===== config.mk =====
export PLATFORM = sky130hd
export DESIGN_NAME = rtp_stage
export DESIGN_NICKNAME = d
export VERILOG_FILES = /design/src/rtl/rtp_pkg.sv /design/src/rtl/rtp_stage.sv
export SDC_FILE = /design/constraint.sdc
export NUM_CORES = 1
export LEC_CHECK = 0
export ABC_AREA = 0
export BUFFER_PORTS_ARGS = -buffer_cell sky130_fd_sc_hd__buf_2
export CORE_MARGIN = 3
export CORE_UTILIZATION = 54
export DETAILED_ROUTE_END_ITERATION = 8
export PLACE_DENSITY = 0.84
export RECOVER_POWER = 25
export SLEW_MARGIN = 20
export SYNTH_ARGS = -nofsm -noshare
export SYNTH_HDL_FRONTEND = slang
export SYNTH_SLANG_ARGS = --single-unit

===== constraint.sdc =====
create_clock -name clock -period 4 [get_ports clock]
set_input_delay 0.6 -clock clock [delete_from_list [all_inputs] [get_ports clock]]
set_output_delay 0.6 -clock clock [all_outputs]
set_load 0.03 [all_outputs]

===== src/rtl/rtp_pkg.sv =====
// rtp_pkg: shared constants, sideband flag type and arctangent table
// for the rectangular to polar converter; no dependencies
package rtp_pkg;

   // cordic vectoring: input prescale, iteration count, fine angle scale
   localparam int PRESCALE     = 20;
   localparam int CORDIC_ITERS = 20;
   localparam int FINE_BITS    = 19;

   // fine angle accumulator width, signed, holds the sum of all table entries
   localparam int Z_WIDTH = 28;

   // angles in whole degrees
   localparam int DEG_QUARTER = 90;
   localparam int DEG_HALF    = 180;
   localparam int DEG_THREE_Q = 270;
   localparam int DEG_FULL    = 360;

   // quadrant and axis flags that travel with each item
   typedef struct packed {
      logic re_neg;
      logic im_neg;
      logic re_zero;
      logic im_zero;
   } flags_type;

   // atan(2^-i) in units of 2^-19 degree
   function automatic logic signed [Z_WIDTH-1:0] atan_fine(input logic [4:0] idx);
      logic signed [Z_WIDTH-1:0] val;
      case (idx)
         5'd0:    val = 28'sd23592960;
         5'd1:    val = 28'sd13927738;
         5'd2:    val = 28'sd7359034;
         5'd3:    val = 28'sd3735561;
         5'd4:    val = 28'sd1875029;
         5'd5:    val = 28'sd938429;
         5'd6:    val = 28'sd469329;
         5'd7:    val = 28'sd234679;
         5'd8:    val = 28'sd117341;
         5'd9:    val = 28'sd58671;
         5'd10:   val = 28'sd29335;
         5'd11:   val = 28'sd14668;
         5'd12:   val = 28'sd7334;
         5'd13:   val = 28'sd3667;
         5'd14:   val = 28'sd1833;
         5'd15:   val = 28'sd917;
         5'd16:   val = 28'sd458;
         5'd17:   val = 28'sd229;
         5'd18:   val = 28'sd115;
         5'd19:   val = 28'sd57;
         default: val = '0;
      endcase
      return val;
   endfunction

endpackage


===== src/rtl/rtp_stage.sv =====
// rtp_stage: one registered pipeline step, a cordic vectoring iteration
// and a square root digit step side by side; depends on rtp_pkg
module rtp_stage #(
   parameter int DATA_WIDTH = 16,
   parameter int STAGE      = 0
) (
   input  logic                                         clock,
   input  logic                                         reset,
   input  logic                                         in_valid,
   input  rtp_pkg::flags_type                           in_flags,
   input  logic signed [DATA_WIDTH+rtp_pkg::PRESCALE+1:0] in_x,
   input  logic signed [DATA_WIDTH+rtp_pkg::PRESCALE+1:0] in_y,
   input  logic signed [rtp_pkg::Z_WIDTH-1:0]           in_z,
   input  logic        [2*DATA_WIDTH-1:0]               in_rem,
   input  logic        [2*DATA_WIDTH-1:0]               in_res,
   output logic                                         out_valid,
   output rtp_pkg::flags_type                           out_flags,
   output logic signed [DATA_WIDTH+rtp_pkg::PRESCALE+1:0] out_x,
   output logic signed [DATA_WIDTH+rtp_pkg::PRESCALE+1:0] out_y,
   output logic signed [rtp_pkg::Z_WIDTH-1:0]           out_z,
   output logic        [2*DATA_WIDTH-1:0]               out_rem,
   output logic        [2*DATA_WIDTH-1:0]               out_res
);

   localparam int XW = DATA_WIDTH + rtp_pkg::PRESCALE + 2;
   localparam int ZW = rtp_pkg::Z_WIDTH;
   localparam int SW = 2 * DATA_WIDTH;

   logic                  valid_ff;
   rtp_pkg::flags_type    flags_ff;
   logic signed [XW-1:0]  x_ff, x_in;
   logic signed [XW-1:0]  y_ff, y_in;
   logic signed [ZW-1:0]  z_ff, z_in;
   logic        [SW-1:0]  rem_ff, rem_in;
   logic        [SW-1:0]  res_ff, res_in;

   generate
      if (STAGE < rtp_pkg::CORDIC_ITERS) begin : g_cordic
         localparam logic [XW-1:0] RND = (XW'(1) << STAGE) - XW'(1);
         logic signed [XW-1:0] bias_x, bias_y, dx, dy;
         logic signed [ZW-1:0] step;
         logic                 y_pos;

         // shift toward zero: bias negative values before the arithmetic shift
         assign bias_x = in_x[XW-1] ? $signed(RND) : '0;
         assign bias_y = in_y[XW-1] ? $signed(RND) : '0;
         assign dx     = (in_y + bias_y) >>> STAGE;
         assign dy     = (in_x + bias_x) >>> STAGE;
         assign y_pos  = !in_y[XW-1] && (in_y != '0);
         assign step   = rtp_pkg::atan_fine(5'(STAGE));
         assign x_in   = y_pos ? in_x + dx : in_x - dx;
         assign y_in   = y_pos ? in_y - dy : in_y + dy;
         assign z_in   = y_pos ? in_z + step : in_z - step;
      end else begin : g_cordic_hold
         assign x_in = in_x;
         assign y_in = in_y;
         assign z_in = in_z;
      end

      if (STAGE < DATA_WIDTH) begin : g_sqrt
         localparam logic [SW-1:0] BIT = SW'(1) << (2 * (DATA_WIDTH - 1 - STAGE));
         logic [SW-1:0] trial;
         logic          take;

         assign trial  = in_res + BIT;
         assign take   = in_rem >= trial;
         assign rem_in = take ? in_rem - trial : in_rem;
         assign res_in = take ? (in_res >> 1) + BIT : in_res >> 1;
      end else begin : g_sqrt_hold
         assign rem_in = in_rem;
         assign res_in = in_res;
      end
   endgenerate

   always_ff @(posedge clock) begin
      if (reset) begin
         valid_ff <= 1'b0;
      end else begin
         valid_ff <= in_valid;
      end
   end

   always_ff @(posedge clock) begin
      flags_ff <= in_flags;
      x_ff     <= x_in;
      y_ff     <= y_in;
      z_ff     <= z_in;
      rem_ff   <= rem_in;
      res_ff   <= res_in;
   end

   assign out_valid = valid_ff;
   assign out_flags = flags_ff;
   assign out_x     = x_ff;
   assign out_y     = y_ff;
   assign out_z     = z_ff;
   assign out_rem   = rem_ff;
   assign out_res   = res_ff;

endmodule


* Yosys cells after proc, flatten, opt, wreduce, memory -nomap -nowiden *
Cells that the tools add are included.

storage, ports and cells
  flip-flop bits (word level) = 173
  bits in latches = 0
  memory bits (writable) = 0
  ROM bits = 0
  bits of input ports = 175
  output and inout port bits = 173
  word-level logic and storage cells = 28
  memories kept = 0

operators by class
  add/sub/neg operators = 8
  multipliers = 0
  div/mod/pow operators = 0
  magnitude comparators = 1
  eq/ne operators = 0
  shift-type cells = 0
  mux-type cells = 5
  bitwise logic cells = 0
  reduce and logical (&&, ||, !) cells = 3

operators with widths
  kind                                                 count
  two-way mux 38 bit                                   2
  subtractor 38 bit                                    2
  adder 38 bit                                         1
  nonzero test 38 bit                                  1
  adder 31 x 31 -> 32 bit, second input constant       1
  adder 32 x 31 -> 32 bit, second input constant       1
  greater-or-equal comparator 32 bit                   1
  two-way mux 32 bit                                   1
  subtractor 32 bit                                    1
  two-way mux 31 bit                                   1
  adder 28 x 26 -> 28 bit, second input constant       1
  two-way mux 28 bit                                   1
  subtractor 28 x 26 -> 28 bit, second input constant  1
  logical AND 1 bit                                    1
  logical NOT 1 bit                                    1

* Longest topological paths before layout *
  depth after elaboration = 3
  depth in mapped cells = 16

* Least setup slack after synthesis *
OpenSTA, ideal clock, no wires.

  path type = input -> register
  start point = input in_y[27] (netlist name)
  end point = register z_ff[26] (netlist: out_z[26])
  library setup time = 0.072 ns
  arrival time = 3.460 ns
  required time = 3.928 ns
  setup slack = 0.468 ns
  cell stages on the path = 15
  buffers on the path = 3
  cell sequence = nor4_1 > nand4_1 > nor3_1 > or2_2 > clkbuf_1 > buf_1 > buf_1 > ha_1 > a21o_1 > a21oi_1 > o21ai_0 > a21oi_1 > o21bai_1 > a21oi_1 > xnor2_1

on the way
  word-level cells in the longest chain between the ends = 3

ends and longest elaborated chain
  element                 RTL line         text
  start: declaration      rtp_stage.sv:12  input logic signed [DATA_WIDTH+rtp_pkg::PRESCALE+1:0] in_y,
  nonzero test 38 bit     rtp_stage.sv:49  assign y_pos = !in_y[XW-1] && (in_y != '0);
  logical AND 1 bit       rtp_stage.sv:49
  two-way mux 28 bit      rtp_stage.sv:53  assign z_in = y_pos ? in_z + step : in_z - step;
  named net z_in[26]      rtp_stage.sv:33  logic signed [ZW-1:0] z_ff, z_in;
  end signal: assignment  rtp_stage.sv:87  z_ff <= z_in;
  end: declaration        rtp_stage.sv:33

The timed path passes the listed nets, and every way through them passes these cells.
A chain may end at the register's enable or synchronous reset.

* Worst setup path in the final report *
  start point = input in_y[27] (netlist name)
  end point = register z_ff[27] (netlist: out_z[27])

Same word-level chain as after synthesis.

==> reports/metrics.cfg <==
[sta]
whs_ps=257
rsz0062_at_grt=false
setup_viol=0
finalCritPeriodShare_pct=86.3
final_hold_viol_count=0
fmax_mhz=290
period_needed_ps=3450
tightest_slew_ps=1030
setup_tns_ps=0
drv_slew=0
maxSlewHeadroom_pct=29.7

[clock_tree]
cts_buffers=17
htreeDepth=4
cts_hold_buf=0
cts_sinks=172
cts_tree=built
ctsLongestPathBuffers=2
path_clk_slew_ps=80
clock-root-buffer=clkbuf_16
post_cts_buffers=0
cts_resized=0

[drt]
drtIter0Drc=1489
first_pass_iters=6
wl_mm=43.6
vias_per_cell=5.88
drcViolationCount=0
drtAntennaViolNets=0
vias=13300
wl_per_cell_um=19.2

[global_route]
grt_pass1_vias=12900
antenna_found_initial=6
grtUsageTotal_pct=32.6
grt_pass1_wl_mm=68.0
grt_max_degree=74
grt-ovfl-total=0

[synth]
syn_nets=1935
synthXorXnorAreaFrac_pct=7.48
synth_ff_type=dfxtp_1
synth_top_family_by_area=compound AO/OA/AOI/OAI gates
yosys_warnings=0
syn_area_um2=12800
synth_seq_cells=172
synth_compound_area_share_pct=24.8
yosys-mux-area-fraction_pct=3.31
async_flop_share_pct=0
yosysSeqAreaShare_pct=27.0
synthAdderAreaFrac_pct=15.6
syn_avg_cell_area_um2=7.96
synthCells=1604
yosys.area_share.simple_pct=15.2
synth_edf_count=0
netlist-cell-type-count=75

[cells_and_area]
nFillCells=1998
drive_gt1_share_pct=20.5
layout_common_cells=buf_2 (294), a21oi_1 (191), dfxtp_1 (172)
multi_input_area_um2=8480
layout.area.seq_um2=3440
mostFrequentLayoutCell=buf_2
nNetsFinal=2266
areaGrowthSynthToFinish_pct=20.3

[setup_path]
cp_max_fo=4
critPathKind=input pin to register
cp.required_ps=4350
arrival_ps=3800
startpoint_type=input pin
cp-end-kind=register

[power]
ir_drop_mv=0.382
power.density_nw_per_um2=418
power.leakage_nw=7.44

[run_status]
status=finished, final reports clean

[floorplanning]
floorplan.initialDensity_pct=55.7
core_area_um2=22900
io_pins=348
die_height_um=160
rows=55
die_area_um2=25500
die_w_um=160

[placed_design]
dp_hpwl_mm=34.8
finalWeightedCongestion=0.971
numPortBuffers=347

[worst_hold_path]
hold_end=out_z[10]$_DFF_P_
hold_depth=1
worstHoldPathType=input pin to register
min-delay-start=in_z[10]

[job]
cap_violations=0

cell families (layout without fill, tap and decap cells):
kind of cell / count (synthesis) / after routing
buffers and inverters: 216 / 559
adders and majority gates: 156 / 156
AOI/OAI and AO/OA: 504 / 504
muxes: 39 / 39
and+or+nand+nor: 408 / 408
DFF: 172 / 172
xor gates and xnor gates: 109 / 109
other: 0 / 5
final cells by class:
class | count | share of cell area [%]
Inverter | 155 | 3.79
Timing Repair Buffer | 373 | 12.2
Sequential cell | 172 | 22.4
Antenna cell | 5 | 0.0815
Clock buffer | 17 | 2.77
Tap cell | 313 | 2.55
Multi-Input combinational cell | 1216 | 55.3
Clock inverter | 14 | 0.962
per-stage QoR:
stage	instance area (um2)	power (mW)	utilization, %	instances	setup slack [ps]
after floorplan	12800	3.94	-	1604	468
final	15400	6.41	67.0	2265	549
after detailed placement	14800	4.75	64.7	2229	131
after global routing	15300	6.71	67.0	2264	368
after CTS	15400	6.41	67.2	2260	546
after global placement	14800	4.72	64.7	2229	211
per-layer routing:
| layer | vias to the layer above | global-route usage (%) | routed length, um |
|---|---|---|---|
| li1 | 6273 | - | - |
| met2 | 734 | 56.7 | 21100 |
| met3 | 147 | 5.65 | 3370 |
| met5 | - | 0 | 24 |
| met1 | 6164 | 39.9 | 17200 |
| met4 | 4 | 13.4 | 1910 |
cells in the mapped netlist, types with 4 or more instances:
cell type    n  area share, %
a21o_1      46            2.7
or3_1       10           0.49
xor2_1      31            2.1
ha_1       151             15
o211ai_1     6           0.35
o21ai_0     95            3.7
o21bai_1    29            1.7
nand4_1     18           0.88
buf_1       17           0.50
nor2b_1     23            1.1
a21oi_1    191            7.5
nor3b_1      4           0.24
o311ai_0     5           0.34
dfxtp_1    172             27
a22oi_1      4           0.24
a21boi_0     5           0.29
mux2_2      26            2.3
or2_2        5           0.25
nor4_1      18           0.88
nand2_1    102            3.0
nor3_1      29            1.1
inv_1      154            4.5
o31a_1       4           0.27
a31oi_1     19           0.93
nand3_1     29            1.1
a211oi_1    17            1.0
clkbuf_1    28           0.82
nand2b_1    13           0.64
xnor2_1     78            5.4
fa_1         5           0.78
o31ai_1     12           0.71
a221oi_1     6           0.41
buf_2       12           0.47
nor2_1     123            3.6
and3_1       7           0.34
o21a_1      20            1.2
and2_1      17           0.83
mux2i_1     13            1.0
flip-flops by register name (all words and copies together) (netlist names):
signal     cells
out_flags      4
out_res       32
out_x         37
out_rem       32
out_z         28
out_y         38
out_valid      1
worst max path at each step:
stage / startpoint / endpoint / slack, ps / cells after the start
CTS: in_y[22] / out_z[27]$_DFF_P_ / 550 / 16
detailed placement: in_y[22] / out_z[27]$_DFF_P_ / 130 / 16
global route: in_x[13] / out_x[35]$_DFF_P_ / 370 / 11
finish: in_y[27] / out_z[27]$_DFF_P_ / 550 / 16
global placement: in_y[22] / out_z[27]$_DFF_P_ / 210 / 16
floorplan: in_y[27] / out_z[26]$_DFF_P_ / 470 / 15
report_power, final:
part	internal, mW	total, mW	switching [mW]	leakage [nW]
Clock	0.831	1.66	0.831	0.275
Combinational	0.873	2.65	1.78	5.71
Sequential	2.01	2.10	0.0855	1.45
worst max-delay path, cell delays in order:
cell and delay (ps):
buf_2 120, nor4_1 650, nand4_1 170, buf_4 180
nor3_1 160, or2_2 190, inv_2 70, fa_1 410
inv_1 70, a21oi_1 60, o21ai_0 330, a21oi_1 130
o21bai_1 240, a21o_1 160, a21oi_1 70, xnor2_1 180
No activity file was read; power rests on OpenSTA's default activity.
